===== src/rtl/cenum_pkg.sv =====
`default_nettype none
package cenum_pkg;

  localparam int MAX_PARTS   = 8;
  localparam int PART_BITS   = 8;
  localparam int CNT_W       = (MAX_PARTS > 1) ? $clog2(MAX_PARTS) : 1;
  localparam int NPOS_W      = CNT_W + 1;
  localparam int NUM_PARTS_W = 4;
  localparam int LEVEL_W     = 8;
  localparam int VALUE_W     = 8;
  localparam int POS_W       = 3;
  localparam int CFG_DATA_W  = 8;
  localparam int QUEUE_DEPTH = 2;
  localparam int QPTR_W      = (QUEUE_DEPTH > 1) ? $clog2(QUEUE_DEPTH) : 1;
  localparam int QCNT_W      = $clog2(QUEUE_DEPTH + 1);

  typedef logic [PART_BITS-1:0]   part_t;
  typedef logic [CNT_W-1:0]       cnt_t;
  typedef logic [NPOS_W-1:0]      npos_t;
  typedef logic [NUM_PARTS_W-1:0] num_parts_t;
  typedef logic [LEVEL_W-1:0]     level_t;
  typedef logic [VALUE_W-1:0]     value_t;
  typedef logic [POS_W-1:0]       pos_t;
  typedef logic [QPTR_W-1:0]      qptr_t;
  typedef logic [QCNT_W-1:0]      qcnt_t;

  typedef enum logic [0:0] {
    CFG_NUM_PARTS   = 1'b0,
    CFG_TOTAL_LEVEL = 1'b1
  } cfg_idx_e;

  typedef enum logic [0:0] {
    CMD_ADVANCE = 1'b0,
    CMD_RESTART = 1'b1
  } cmd_e;

  typedef enum logic [1:0] {
    BS_IDLE,
    BS_SCAN,
    BS_DECIDE,
    BS_EMIT
  } bstate_e;

  typedef struct packed {
    logic valid;
    cmd_e cmd;
  } qreq_t;

endpackage
`default_nettype wire


===== src/rtl/cenum_front.sv =====
`default_nettype none
module cenum_front (
  input  wire                    clk_i,
  input  wire                    rst_ni,
  input  wire                    s_valid_i,
  output logic                   s_ready_o,
  input  wire                    restart_i,
  output cenum_pkg::qreq_t       req_o,
  input  wire                    req_ready_i
);

  logic            valid_q, valid_d;
  cenum_pkg::cmd_e cmd_q, cmd_d;

  assign s_ready_o = !valid_q || req_ready_i;

  always_comb begin
    valid_d = valid_q;
    cmd_d   = cmd_q;
    if (valid_q && req_ready_i) begin
      valid_d = 1'b0;
    end
    if (s_valid_i && s_ready_o) begin
      valid_d = 1'b1;
      cmd_d   = restart_i ? cenum_pkg::CMD_RESTART : cenum_pkg::CMD_ADVANCE;
    end
  end

  always_ff @(posedge clk_i or negedge rst_ni) begin
    if (!rst_ni) begin
      valid_q <= 1'b0;
      cmd_q   <= cenum_pkg::CMD_ADVANCE;
    end else begin
      valid_q <= valid_d;
      cmd_q   <= cmd_d;
    end
  end

  assign req_o.valid = valid_q;
  assign req_o.cmd   = cmd_q;

endmodule
`default_nettype wire


===== src/rtl/cenum_fifo.sv =====
`default_nettype none
module cenum_fifo (
  input  wire                    clk_i,
  input  wire                    rst_ni,
  input  cenum_pkg::qreq_t       wr_i,
  output logic                   wr_ready_o,
  output cenum_pkg::qreq_t       rd_o,
  input  wire                    rd_pop_i
);

  cenum_pkg::cmd_e  mem_q [cenum_pkg::QUEUE_DEPTH];
  cenum_pkg::qptr_t wptr_q, wptr_d, rptr_q, rptr_d;
  cenum_pkg::qcnt_t count_q, count_d;
  logic             push, pop;

  assign wr_ready_o = count_q != cenum_pkg::qcnt_t'(cenum_pkg::QUEUE_DEPTH);
  assign push       = wr_i.valid && wr_ready_o;
  assign pop        = rd_pop_i && (count_q != '0);

  assign rd_o.valid = count_q != '0;
  assign rd_o.cmd   = mem_q[rptr_q];

  always_comb begin
    wptr_d  = wptr_q;
    rptr_d  = rptr_q;
    count_d = count_q;
    if (push) begin
      wptr_d = (wptr_q == cenum_pkg::qptr_t'(cenum_pkg::QUEUE_DEPTH - 1)) ? '0
             : cenum_pkg::qptr_t'(wptr_q + 1'b1);
    end
    if (pop) begin
      rptr_d = (rptr_q == cenum_pkg::qptr_t'(cenum_pkg::QUEUE_DEPTH - 1)) ? '0
             : cenum_pkg::qptr_t'(rptr_q + 1'b1);
    end
    if (push && !pop) begin
      count_d = cenum_pkg::qcnt_t'(count_q + 1'b1);
    end else if (pop && !push) begin
      count_d = cenum_pkg::qcnt_t'(count_q - 1'b1);
    end
  end

  always_ff @(posedge clk_i or negedge rst_ni) begin
    if (!rst_ni) begin
      wptr_q  <= '0;
      rptr_q  <= '0;
      count_q <= '0;
    end else begin
      wptr_q  <= wptr_d;
      rptr_q  <= rptr_d;
      count_q <= count_d;
    end
  end

  always_ff @(posedge clk_i) begin
    if (push) begin
      mem_q[wptr_q] <= wr_i.cmd;
    end
  end

endmodule
`default_nettype wire


===== src/rtl/cenum_back.sv =====
`default_nettype none
module cenum_back (
  input  wire                    clk_i,
  input  wire                    rst_ni,
  input  cenum_pkg::num_parts_t  num_parts_i,
  input  cenum_pkg::level_t      total_level_i,
  input  cenum_pkg::qreq_t       req_i,
  output logic                   req_pop_o,
  output logic                   out_valid_o,
  input  wire                    out_ready_i,
  output cenum_pkg::value_t      out_value_o,
  output cenum_pkg::pos_t        out_pos_o,
  output logic                   out_last_o,
  output logic                   out_more_o
);

  cenum_pkg::bstate_e state_q, state_d;
  cenum_pkg::cnt_t    cnt_q, cnt_d, h_q, h_d, head_q, head_d;
  cenum_pkg::part_t   t_q, t_d, lo_q, lo_d, tail_q, tail_d;
  cenum_pkg::part_t   line_q [cenum_pkg::MAX_PARTS];
  cenum_pkg::part_t   line_d [cenum_pkg::MAX_PARTS];
  logic               first_q, first_d, more_q, more_d;
  logic               ov_q, ov_d;
  cenum_pkg::value_t  val_q, val_d;
  cenum_pkg::pos_t    pos_q, pos_d;
  logic               last_q, last_d, usr_q, usr_d;

  cenum_pkg::npos_t   n_eff, cnt_ext, h_ext, h_adv_ext;
  cenum_pkg::cnt_t    h_adv;
  cenum_pkg::part_t   lvl, slot, new_val, new_last;
  logic               take_first, emit_slot, out_free, step, cnt_last, emit_fire;

  always_comb begin
    if (num_parts_i == '0) begin
      n_eff = cenum_pkg::npos_t'(1);
    end else if (int'(num_parts_i) > cenum_pkg::MAX_PARTS) begin
      n_eff = cenum_pkg::npos_t'(cenum_pkg::MAX_PARTS);
    end else begin
      n_eff = cenum_pkg::npos_t'(num_parts_i);
    end
  end

  assign lvl       = cenum_pkg::part_t'(total_level_i);
  assign slot      = line_q[0];
  assign cnt_ext   = cenum_pkg::npos_t'(cnt_q);
  assign h_ext     = cenum_pkg::npos_t'(h_q);
  assign cnt_last  = cnt_q == cenum_pkg::cnt_t'(cenum_pkg::MAX_PARTS - 1);
  assign h_adv     = (tail_q > cenum_pkg::part_t'(1)) ? '0 : head_q;
  assign h_adv_ext = cenum_pkg::npos_t'(h_adv);
  assign take_first = (req_i.cmd == cenum_pkg::CMD_RESTART) || !more_q
                   || (cenum_pkg::npos_t'(h_adv_ext + 1'b1) >= n_eff);
  assign emit_slot = cnt_ext < n_eff;
  assign out_free  = !ov_q || out_ready_i;
  assign step      = !emit_slot || out_free;
  assign new_last  = (cenum_pkg::npos_t'(n_eff - 1'b1) == cenum_pkg::npos_t'(h_ext + 1'b1))
                   ? cenum_pkg::part_t'(lo_q + 1'b1) : lo_q;

  always_comb begin
    if (first_q) begin
      new_val = (cnt_q == '0) ? lvl : '0;
    end else if (cnt_q == '0) begin
      new_val = cenum_pkg::part_t'(t_q - 1'b1);
    end else if (cnt_q == h_q) begin
      new_val = '0;
    end else if (cnt_ext == cenum_pkg::npos_t'(h_ext + 1'b1)) begin
      new_val = cenum_pkg::part_t'(slot + 1'b1);
    end else begin
      new_val = slot;
    end
  end

  // Next state.
  always_comb begin
    state_d = state_q;
    unique case (state_q)
      cenum_pkg::BS_IDLE: begin
        if (req_i.valid) begin
          state_d = take_first ? cenum_pkg::BS_EMIT : cenum_pkg::BS_SCAN;
        end
      end
      cenum_pkg::BS_SCAN: begin
        if (cnt_last) begin
          state_d = cenum_pkg::BS_DECIDE;
        end
      end
      cenum_pkg::BS_DECIDE: begin
        state_d = cenum_pkg::BS_EMIT;
      end
      cenum_pkg::BS_EMIT: begin
        if (step && cnt_last) begin
          state_d = cenum_pkg::BS_IDLE;
        end
      end
      default: begin
        state_d = cenum_pkg::BS_IDLE;
      end
    endcase
  end

  // State outputs.
  always_comb begin
    req_pop_o = 1'b0;
    emit_fire = 1'b0;
    unique case (state_q)
      cenum_pkg::BS_IDLE:   req_pop_o = req_i.valid;
      cenum_pkg::BS_EMIT:   emit_fire = emit_slot && out_free;
      default: begin
        req_pop_o = 1'b0;
        emit_fire = 1'b0;
      end
    endcase
  end

  always_comb begin
    cnt_d   = cnt_q;
    h_d     = h_q;
    t_d     = t_q;
    lo_d    = lo_q;
    first_d = first_q;
    head_d  = head_q;
    tail_d  = tail_q;
    more_d  = more_q;
    line_d  = line_q;
    ov_d    = ov_q && !out_ready_i;
    val_d   = val_q;
    pos_d   = pos_q;
    last_d  = last_q;
    usr_d   = usr_q;
    unique case (state_q)
      cenum_pkg::BS_IDLE: begin
        if (req_pop_o) begin
          cnt_d   = '0;
          h_d     = h_adv;
          first_d = take_first;
          if (take_first) begin
            tail_d = lvl;
            head_d = '0;
            more_d = (n_eff == cenum_pkg::npos_t'(1)) ? 1'b0 : (lvl != '0);
          end
        end
      end
      cenum_pkg::BS_SCAN: begin
        if (cnt_q == h_q) begin
          t_d = slot;
        end
        if (cnt_ext == cenum_pkg::npos_t'(n_eff - 1'b1)) begin
          lo_d = slot;
        end
        for (int i = 0; i < cenum_pkg::MAX_PARTS - 1; i++) begin
          line_d[i] = line_q[i+1];
        end
        line_d[cenum_pkg::MAX_PARTS-1] = slot;
        cnt_d = cnt_last ? '0 : cenum_pkg::cnt_t'(cnt_q + 1'b1);
      end
      cenum_pkg::BS_DECIDE: begin
        tail_d = t_q;
        head_d = cenum_pkg::cnt_t'(h_ext + 1'b1);
        more_d = new_last != lvl;
        cnt_d  = '0;
      end
      cenum_pkg::BS_EMIT: begin
        if (step) begin
          for (int i = 0; i < cenum_pkg::MAX_PARTS - 1; i++) begin
            line_d[i] = line_q[i+1];
          end
          line_d[cenum_pkg::MAX_PARTS-1] = new_val;
          cnt_d = cnt_last ? '0 : cenum_pkg::cnt_t'(cnt_q + 1'b1);
        end
        if (emit_fire) begin
          ov_d   = 1'b1;
          val_d  = cenum_pkg::value_t'(new_val);
          pos_d  = cenum_pkg::pos_t'(cnt_q);
          last_d = cnt_ext == cenum_pkg::npos_t'(n_eff - 1'b1);
          usr_d  = more_q;
        end
      end
      default: begin
        cnt_d = '0;
      end
    endcase
  end

  always_ff @(posedge clk_i or negedge rst_ni) begin
    if (!rst_ni) begin
      state_q <= cenum_pkg::BS_IDLE;
      cnt_q   <= '0;
      h_q     <= '0;
      t_q     <= '0;
      lo_q    <= '0;
      first_q <= 1'b0;
      head_q  <= '0;
      tail_q  <= '0;
      more_q  <= 1'b0;
      ov_q    <= 1'b0;
      for (int i = 0; i < cenum_pkg::MAX_PARTS; i++) begin
        line_q[i] <= '0;
      end
    end else begin
      state_q <= state_d;
      cnt_q   <= cnt_d;
      h_q     <= h_d;
      t_q     <= t_d;
      lo_q    <= lo_d;
      first_q <= first_d;
      head_q  <= head_d;
      tail_q  <= tail_d;
      more_q  <= more_d;
      ov_q    <= ov_d;
      line_q  <= line_d;
    end
  end

  always_ff @(posedge clk_i) begin
    val_q  <= val_d;
    pos_q  <= pos_d;
    last_q <= last_d;
    usr_q  <= usr_d;
  end

  assign out_valid_o = ov_q;
  assign out_value_o = val_q;
  assign out_pos_o   = pos_q;
  assign out_last_o  = last_q;
  assign out_more_o  = usr_q;

  a_rise_in_emit: assert property (@(posedge clk_i) disable iff (!rst_ni)
    $rose(ov_q) |-> $past(state_q == cenum_pkg::BS_EMIT))
    else $error("result appeared outside the emit phase");

  a_pop_starts_work: assert property (@(posedge clk_i) disable iff (!rst_ni)
    req_pop_o |=> (state_q == cenum_pkg::BS_SCAN || state_q == cenum_pkg::BS_EMIT))
    else $error("popped request did not start a scan or an emit sweep");

  a_scan_ends_in_decide: assert property (@(posedge clk_i) disable iff (!rst_ni)
    (state_q == cenum_pkg::BS_SCAN)
      |=> (state_q == cenum_pkg::BS_SCAN || state_q == cenum_pkg::BS_DECIDE))
    else $error("scan sweep left without a decision step");

endmodule
`default_nettype wire


===== src/rtl/composition_enumerator.sv =====
`default_nettype none
// Each request on the input stream produces one composition of total_level into
// num_parts parts (clamped to 1..MAX_PARTS), delivered as that many output transfers
// (part 0 first, tlast on the final part, tuser set when another composition follows).
// Requests go through a two-entry queue to a unit that keeps the parts in a rotating
// register line: a restart request, or an advance after the last composition, takes
// one sweep of the line to rewrite and send the parts, and an ordinary advance takes
// one sweep to read the head and last parts, a decision step and one sweep to rewrite
// and send them; sending holds while the output side stalls. Configuration writes
// are accepted every cycle and must only be issued while the block is idle.
module composition_enumerator (
  input  wire                    clk_i,
  input  wire                    rst_ni,
  input  wire                    s_axis_tvalid,
  output logic                   s_axis_tready,
  input  wire  [7:0]             s_axis_tdata,   // [0] restart, [7:1] zero
  output logic                   m_axis_tvalid,
  input  wire                    m_axis_tready,
  output logic [15:0]            m_axis_tdata,   // [7:0] part_value, [10:8] part_position
  output logic                   m_axis_tlast,
  output logic                   m_axis_tuser,   // [0] more_follow
  input  wire                    cfg_valid_i,
  output logic                   cfg_ready_o,
  input  wire                    cfg_index_i,
  input  wire  [cenum_pkg::CFG_DATA_W-1:0] cfg_data_i
);

  cenum_pkg::num_parts_t num_parts_q;
  cenum_pkg::level_t     total_level_q;
  cenum_pkg::qreq_t      front_req, back_req;
  logic                  q_ready, back_pop;
  cenum_pkg::value_t     out_value;
  cenum_pkg::pos_t       out_pos;

  assign cfg_ready_o = 1'b1;

  always_ff @(posedge clk_i or negedge rst_ni) begin
    if (!rst_ni) begin
      num_parts_q   <= cenum_pkg::num_parts_t'(1);
      total_level_q <= '0;
    end else if (cfg_valid_i) begin
      unique case (cenum_pkg::cfg_idx_e'(cfg_index_i))
        cenum_pkg::CFG_NUM_PARTS:
          num_parts_q <= cenum_pkg::num_parts_t'(cfg_data_i);
        cenum_pkg::CFG_TOTAL_LEVEL:
          total_level_q <= cenum_pkg::level_t'(cfg_data_i);
        default: begin
          num_parts_q <= num_parts_q;
        end
      endcase
    end
  end

  cenum_front u_front (
    .clk_i       (clk_i),
    .rst_ni      (rst_ni),
    .s_valid_i   (s_axis_tvalid),
    .s_ready_o   (s_axis_tready),
    .restart_i   (s_axis_tdata[0]),
    .req_o       (front_req),
    .req_ready_i (q_ready)
  );

  cenum_fifo u_fifo (
    .clk_i      (clk_i),
    .rst_ni     (rst_ni),
    .wr_i       (front_req),
    .wr_ready_o (q_ready),
    .rd_o       (back_req),
    .rd_pop_i   (back_pop)
  );

  cenum_back u_back (
    .clk_i         (clk_i),
    .rst_ni        (rst_ni),
    .num_parts_i   (num_parts_q),
    .total_level_i (total_level_q),
    .req_i         (back_req),
    .req_pop_o     (back_pop),
    .out_valid_o   (m_axis_tvalid),
    .out_ready_i   (m_axis_tready),
    .out_value_o   (out_value),
    .out_pos_o     (out_pos),
    .out_last_o    (m_axis_tlast),
    .out_more_o    (m_axis_tuser)
  );

  assign m_axis_tdata = {5'b0, out_pos, out_value};

endmodule
`default_nettype wire


===== config.mk =====
export PLATFORM = sky130hd
export DESIGN_NAME = composition_enumerator
export DESIGN_NICKNAME = d
export VERILOG_FILES = /design/src/rtl/cenum_pkg.sv /design/src/rtl/cenum_front.sv /design/src/rtl/cenum_fifo.sv /design/src/rtl/cenum_back.sv /design/src/rtl/composition_enumerator.sv
export SDC_FILE = /design/constraint.sdc
export NUM_CORES = 1
export LEC_CHECK = 0
export BUFFER_PORTS_ARGS = -buffer_cell sky130_fd_sc_hd__buf_2
export CAP_MARGIN = 10
export CELL_PAD_IN_SITES_DETAIL_PLACEMENT = 1
export CELL_PAD_IN_SITES_GLOBAL_PLACEMENT = 2
export CORE_MARGIN = 1.5
export CORE_UTILIZATION = 40
export DETAILED_ROUTE_END_ITERATION = 10
export GPL_TIMING_DRIVEN = 0
export PLACE_DENSITY = 0.78
export SYNTH_ARGS = -nofsm -noshare
export SYNTH_HDL_FRONTEND = slang
export SYNTH_HIERARCHICAL = 1
export SYNTH_SLANG_ARGS = --single-unit
export TNS_END_PERCENT = 20

===== constraint.sdc =====
create_clock -name clk_i -period 3.41 [get_ports clk_i]
set_clock_uncertainty 0.15 [all_clocks]
set_input_delay 0.5115 -clock clk_i [delete_from_list [all_inputs] [get_ports clk_i]]
set_output_delay 0.5115 -clock clk_i [all_outputs]
set_load 0.01 [all_outputs]

==> run_results.csv, run 1 <==
group,metric,value,unit
routing,drt-total-wl,17.2,mm
clock_tree,root_buffer,"clkbuf_16",
clock_tree,cts_tree,"built",
hold_path,min_path_type,"in2reg",
yosys,synth_cells,676,
critical_path,cp_num_buf_inv,0,
yosys,synthesis.area,0.00675,sq mm
job,cap_viol_max_count,0,
routing,drc,0,
placed_design,post-place-ws,-0.538,ns
critical_path,crit_family,"simple AND/OR/NAND/NOR gates",
pwr,combPwrFrac,41.0,%
critical_path,r2r_start,"u_back/tail_q[7]",
yosys,synth_seq_cells,134,
pwr,ir_drop,0.422,mV
sta,max_freq,301,MHz
yosys,synthArstFlopShare,88.8,%
pwr,p_per_area,968,mW/mm^2
floorplanning,die_area,0.0177,sq mm
placed_design,gp_congestion,0.804,
critical_path,arrival,3.48,ns
finish,fin_nets,778,
finish,multi_input_area,0.00314,sq mm
global_route,antenna_found_initial,0,
yosys,yosys.area.top_type,"dfrtp_1",
pwr,pwr-share-clk,23.7,%
finish,antenna_cells,0,
critical_path,cpPeakStageDelay,0.56,ns
critical_path,path_common_cell,"ha_1",
critical_path,crit_chain,"or4_4, nor4_4, and2_4, ha_1, xnor2_1, ha_1, nand2_1, o21ai_2, a31oi_4, nor3_1, o2111a_1, a31oi_1",
yosys,ys_seq_area_share,50.8,%
sta,slew_headroom,43.5,%
placed_design,dp_hpwl,12.9,mm
yosys,post-synth-top-area-fraction,43.7,%
global_route,grt_pass1_vias,5453,
clock_tree,clkTransAtPathRegs,0.06,ns
critical_path,crit_fanout,5,
critical_path,cp-start-kind,"flop",
routing,dr.first_iter.drc_count,134,
sta,setup_slack,0.0827,ns
pwr,power,7650,uW
global_route,grt_pass1_wl,28.7,mm
routing,via_count,4942,
sta,setup_violations,0,
clock_tree,ctsHtreeMaxLevel,4,
finish,drive_gt1_share,18.0,%
global_route,grt_use_total,21.1,%
yosys,synth_edf_count,15,
critical_path,rr_worst_depth,12,
pwr,switchingPower,3100,uW
placed_design,portBuffers,29,
pwr,swShare,40.6,%
floorplanning,num_rows,47,
sta,hold_viol_final,0,
sta,min_period_over_period,97.6,%
pwr,p_seq_share,35.3,%
finish,seqCellArea,0.00343,sq mm
pwr,p_leak,0.00378,uW
yosys,synth.distinct_cells,66,
hold_path,whs_endpoint,"u_front/valid_q",
global_route,grt_overflow,0,
routing,dr.pass1.iters,4,
pwr,p_int,4550,uW
yosys,synthTopCellsByArea,"dfrtp_1 (44%), nand2_1 (11%), edfxtp_1 (6.7%)",
critical_path,path_class,"reg2reg",
sta,rsz0062_at_grt,"yes",
finish,synthToLayoutAreaGrowth,17.0,%
clock_tree,clkLatencyLatePin,0.42,ns
floorplanning,die_h,133,um
critical_path,rrSetupSlack,0.08,ns
sta,period_needed,3.33,ns
hold_path,min-delay-start,"s_axis_tvalid",
finish,nFillCells,1825,
routing,ant_nets,0,
hold_path,hold_depth,2,
critical_path,slowest_stage,"or4_4",
clock_tree,clockBufferDepth,2,
status,status,"finished, final reports clean",
critical_path,r2r_end,"u_back/more_q",
yosys,yosys_most_used_dff,"dfrtp_1",
routing,routedWlPerCell,17.8,um
clock_tree,clock_sinks,134,
sta,final_max_slew_viol_count,0,
floorplanning,fp.coreArea,0.0165,sq mm
floorplanning,ios,43,
critical_path,critical_path_required,3.56,ns
routing,via_per_inst,5.12,
floorplanning,start_util,40.9,%
clock_tree,cts_made_buffers,17,
global_route,grt_max_degree,63,
yosys,yosysWarnings,6,
critical_path,cp-end-kind,"flop",
yosys,avgSynthCellArea,9.99,sq um
floorplanning,die_width,133,um
sta,tightestPinTransition,0.836,ns
-- worst register-to-register path, stage by stage, from the launching register on --
cell and delay, ns:
dfrtp_1 0.39, or4_4 0.56, nor4_4 0.31, and2_4 0.23, ha_1 0.16, xnor2_1 0.08
ha_1 0.32, nand2_1 0.08, o21ai_2 0.19, a31oi_4 0.16, nor3_1 0.26, o2111a_1 0.24
a31oi_1 0.09
-- worst max path at each step --
stage | start | to | slack, ns | cells past startpoint
2_1_floorplan | u_back/tail_q[7] | u_back/head_q[0] | 0.30 | 12
3_3_place_gp | u_back/tail_q[7] | u_back/head_q[2] | -0.44 | 12
3_5_place_dp | u_back/tail_q[7] | u_back/head_q[0] | -0.54 | 12
4_1_cts | u_back/tail_q[7] | u_back/tail_q[3] | 0.03 | 11
5_1_grt | u_back/tail_q[7] | u_back/more_q | -0.04 | 12
6_report | u_back/tail_q[7] | u_back/more_q | 0.08 | 12
-- cells in the mapped netlist, types with 6 or more instances --
cell type,n
dfrtp_1,118
ha_1,23
nor2b_1,6
nor3_1,9
xor2_1,13
edfxtp_1,15
buf_4,8
nand3_1,11
nand2b_1,6
nor4_1,10
o21ai_0,22
mux2_2,33
mux2i_1,12
inv_1,19
o211ai_1,6
nand2_1,201
nor2_1,23
xnor2_1,18
a21oi_1,9
clkbuf_1,24
-- flip-flops by register name, indices dropped and copies added, names as in the netlist, 3 cells and up --
register            cells
u_back/line_q          56
total_level_q           8
u_back/lo_q             8
u_back/out_value_o      8
u_back/slot             8
u_back/t_q              8
u_back/tail_q           7
num_parts_q             4
u_back/cnt_q            3
u_back/h_q              3
u_back/head_q           3
u_back/out_pos_o        3
-- per-stage QoR --
stage | TNS (ns) | utilization, % | instances | hold WS [ns] | area, sq um
final | 0 | 47.8 | 966 | 0.169 | 7900
after global routing | -0.135 | 47.8 | 966 | 0.158 | 7900
after CTS | 0 | 47.6 | 964 | 0.152 | 7860
after detailed placement | -8.02 | 43.7 | 931 | 0.305 | 7230
after global placement | -10.61 | 43.5 | 929 | 0.299 | 7190
after floorplan | 0 | - | 680 | 0.0659 | 6770
-- final cells by class --
cell class | instances | share of cell area, %
buffer | 35 | 2.38
clock buffer | 20 | 5.78
multi-input combinational | 492 | 39.8
inverter | 19 | 0.903
timing repair buffer | 34 | 2.68
clock inverter | 12 | 1.60
sequential | 134 | 43.4
tap | 220 | 3.48
-- metal layers --
metal | global-route usage [%] | part of all wire [%]
met3 | 3.87 | 2.1
met5 | 0 | 0
met2 | 37.2 | 52
met1 | 25.3 | 44
met4 | 8.36 | 2.4
-- layout by cell type, fill, tap and decap left out, types with 6 or more instances in the layout --
cell / n
nand2_1: 201
dfrtp_1: 118
mux2_2: 33
buf_2: 29
nor2_1: 23
ha_1: 23
clkbuf_1: 21
o21ai_0: 20
inv_1: 19
xnor2_1: 18
clkbuf_16: 17
edfxtp_1: 15
xor2_1: 13
mux2i_1: 12
buf_4: 11
nand3_1: 11
nor4_1: 9
nor3_1: 9
a21oi_1: 8
conb_1: 6
nand2b_1: 6
nor2b_1: 6
o211ai_1: 6
-- cells by family (layout without fill, tap and decap cells) --
kind of cell,count (synthesis),in the layout,share of synthesized area (%)
mux,46,46,7.50
xor+xnor,34,34,5.11
buf+inv,54,120,3.58
fa+ha+maj,23,23,4.26
other cells,2,6,0.111
flops,134,134,50.8
simple gates,302,302,20.3
compound gates,81,81,8.37
-- repair_timing --
action                                  in CTS  in global routing
hold buffers                                 1                  0
endpoints found under the hold margin       56                  0
endpoints found under the setup margin      31                 22
setup buffers                                0                  2
gates resized for setup                      9                 16
pin swaps                                    1                  3
-- power groups by stage --
stage	combinational [uW]	clock, uW	sequential, uW
2_1_floorplan	2140	0	2580
3_3_place_gp	2890	0	2700
6_report	3140	1810	2700
5_1_grt	3540	1910	2790
4_1_cts	3120	1860	2710
3_5_place_dp	3040	0	2720
Note: power is estimated with default switching activity, not from simulation.
==> run 2, diff against run 1 <==
--- a/config.mk
+++ b/config.mk
@@ -10,10 +10,11 @@
 export CELL_PAD_IN_SITES_DETAIL_PLACEMENT = 1
 export CELL_PAD_IN_SITES_GLOBAL_PLACEMENT = 2
 export CORE_MARGIN = 1.5
-export CORE_UTILIZATION = 40
+export CORE_UTILIZATION = 41
+export CTS_BUF_LIST = sky130_fd_sc_hd__clkbuf_4 sky130_fd_sc_hd__clkbuf_8
 export DETAILED_ROUTE_END_ITERATION = 10
 export GPL_TIMING_DRIVEN = 0
-export PLACE_DENSITY = 0.78
+export PLACE_DENSITY = 0.8
 export SYNTH_ARGS = -nofsm -noshare
 export SYNTH_HDL_FRONTEND = slang
 export SYNTH_HIERARCHICAL = 1
==> run 2 against run 1 <==
Compared with the run above:
- worst hold slack lost 0.034 ns
- total power shrank 4.7%
- count of clock-buffer cells in the layout grew 1
- highest routed layer unchanged
==> run_results.csv, run 2 (same netlist as run 1, synthesis figures left out) <==
group,metric,value,unit
clock_tree,cts_tree,"built",
floorplanning,die_h,131,um
clock_tree,root_buffer,"clkbuf_8",
critical_path,arrival,3.47,ns
sta,final_max_slew_viol_count,0,
floorplanning,ios,43,
critical_path,critical_path_depth,13,
job,cap_viol_max_count,0,
critical_path,crit_family,"simple AND/OR/NAND/NOR gates",
sta,slew_headroom,40.1,%
sta,tightestPinTransition,0.887,ns
sta,setup_violations,0,
finish,largest_reg_flops,56,
placed_design,portBuffers,29,
routing,drt-total-wl,17.1,mm
routing,dr.pass1.iters,5,
finish,final_common_cell,"nand2_1",
placed_design,dp.cells,927,
floorplanning,start_util,42.2,%
global_route,grt_pass1_wl,28.0,mm
hold_path,hold_depth,2,
clock_tree,clkTransAtPathRegs,0.07,ns
sta,period_needed,3.27,ns
placed_design,post-place-ws,-0.517,ns
placed_design,dp_hpwl,12.6,mm
finish,finish.utilization,48.7,%
critical_path,cp-start-kind,"flop",
floorplanning,num_rows,46,
finish,antenna_cells,0,
finish,final_cell_mix,"nand2_1 (201), dfrtp_1 (118), mux2_2 (33)",
global_route,antenna_found_initial,0,
clock_tree,clockBufferDepth,2,
finish,nFillCells,1848,
critical_path,slowest_stage,"or4_4",
global_route,grt_overflow,0,
clock_tree,clock_sinks,134,
sta,hold_viol_final,0,
pwr,ir_drop,0.298,mV
finish,multi_input_area,0.00315,sq mm
finish,regMostFlops,"u_back/line_q",
floorplanning,die_width,131,um
routing,via_per_inst,5.22,
critical_path,cp-end-kind,"flop",
global_route,grt_pass1_vias,5348,
routing,via_count,5047,
floorplanning,fp.coreArea,0.0160,sq mm
hold_path,min_path_type,"in2reg",
global_route,grt_max_degree,68,
placed_design,gp_congestion,0.795,
critical_path,crit_chain,"or4_4, nor4_4, and2_4, ha_1, xnor2_1, ha_1, a21oi_2, o21ai_2, a31oi_4, buf_6, buf_6, nand2_1, o21ai_0",
sta,setup_slack,0.137,ns
routing,dr.first_iter.drc_count,164,
critical_path,rrSetupSlack,0.14,ns
status,status,"finished, final reports clean",
critical_path,cpPeakStageDelay,0.57,ns
critical_path,critical_path_required,3.61,ns
finish,seqCellArea,0.00343,sq mm
critical_path,path_class,"reg2reg",
critical_path,rr_worst_depth,13,
pwr,p_per_area,936,mW/mm^2
pwr,p_leak,0.00374,uW
clock_tree,clkLatencyLatePin,0.45,ns
routing,ant_nets,0,
critical_path,crit_fanout,5,
finish,synthToLayoutAreaGrowth,15.4,%
clock_tree,ctsHtreeMaxLevel,4,
sta,max_freq,305,MHz
routing,routedWlPerCell,17.7,um
sta,tns,0,ns
global_route,grt_use_total,20.7,%
routing,drc,0,
critical_path,cp_num_buf_inv,2,
clock_tree,cts_made_buffers,17,
sta,min_period_over_period,96.0,%
finish,drive_gt1_share,18.7,%
finish,fin_nets,783,
floorplanning,die_area,0.0172,sq mm
finish,final_cell_count_no_fill,966,
==> run 2: cell types whose count changed in the layout (fill, tap and decap cells not counted), sizes merged <==
cell      delta
buf          +5
clkinv       +1
inv          -2
clkinvlp     -2
bufinv       +1
clkbuf       +1
==> run 2: final timing paths <==
path | start | to
min in group asynchronous | rst_ni | u_fifo/wptr_q
setup / recovery | u_back/tail_q[7] | u_back/tail_q[5]
setup reg to reg | u_back/tail_q[7] | u_back/tail_q[5]
hold reg to reg | u_back/line_q[55] | u_back/slot[7]
hold / removal | s_axis_tvalid | u_front/valid_q
max in group asynchronous | rst_ni | u_back/slot[5]
==> run 2: final cells by class <==
| class | instances | share of cell area [%] |
|---|---|---|
| inverters | 19 | 0.915 |
| plain buffers | 35 | 2.41 |
| multi-input cells | 492 | 40.4 |
| clock buffers | 21 | 3.71 |
| repair buffers | 39 | 3.21 |
| flip-flops and latches | 134 | 44.0 |
| well taps | 216 | 3.47 |
| clock inverters | 10 | 1.86 |
==> run 2: power breakdown <==
| group | switching (uW) | total [uW] | internal (uW) |
|---|---|---|---|
| logic | 1920 | 3170 | 1250 |
| registers | 474 | 2690 | 2220 |
| clock network | 628 | 1430 | 801 |
==> run 2: repair_timing <==
| action | in CTS | in global routing |
|---|---|---|
| setup endpoints to repair | 22 | 22 |
| setup buffers | 0 | 6 |
| cloned | 0 | 1 |
| endpoints found under the hold margin | 51 | 0 |
| pin swaps | 1 | 5 |
| resized for setup | 8 | 18 |
| hold buffers | 1 | 0 |
==> run 2: through the flow <==
stage	area, sq um	power, uW	hold WS [ns]
CTS	7690	7240	0.101
global placement	7180	5580	0.298
finish	7790	7300	0.135
detailed placement	7220	5730	0.304
floorplan	6770	4720	0.0659
global route	7790	7870	0.109
==> run 2: worst register-to-register path: cells and delay by family (launching register included) <==
kind	cells	cell delay (ns)
fa+ha+maj	2	0.44
xor+xnor	1	0.14
buf+inv	2	0.26
compound gates	4	0.64
simple gates	4	1.17
flops	1	0.39
==> run 2: routing by layer <==
metal  routed length, um  track usage [%]  vias up
met5                   0                0        -
met4                 307             6.91        0
met3                 373             3.97       21
met2                9110             37.8       58
met1                7280             24.3     2554
li1                    -                -     2414
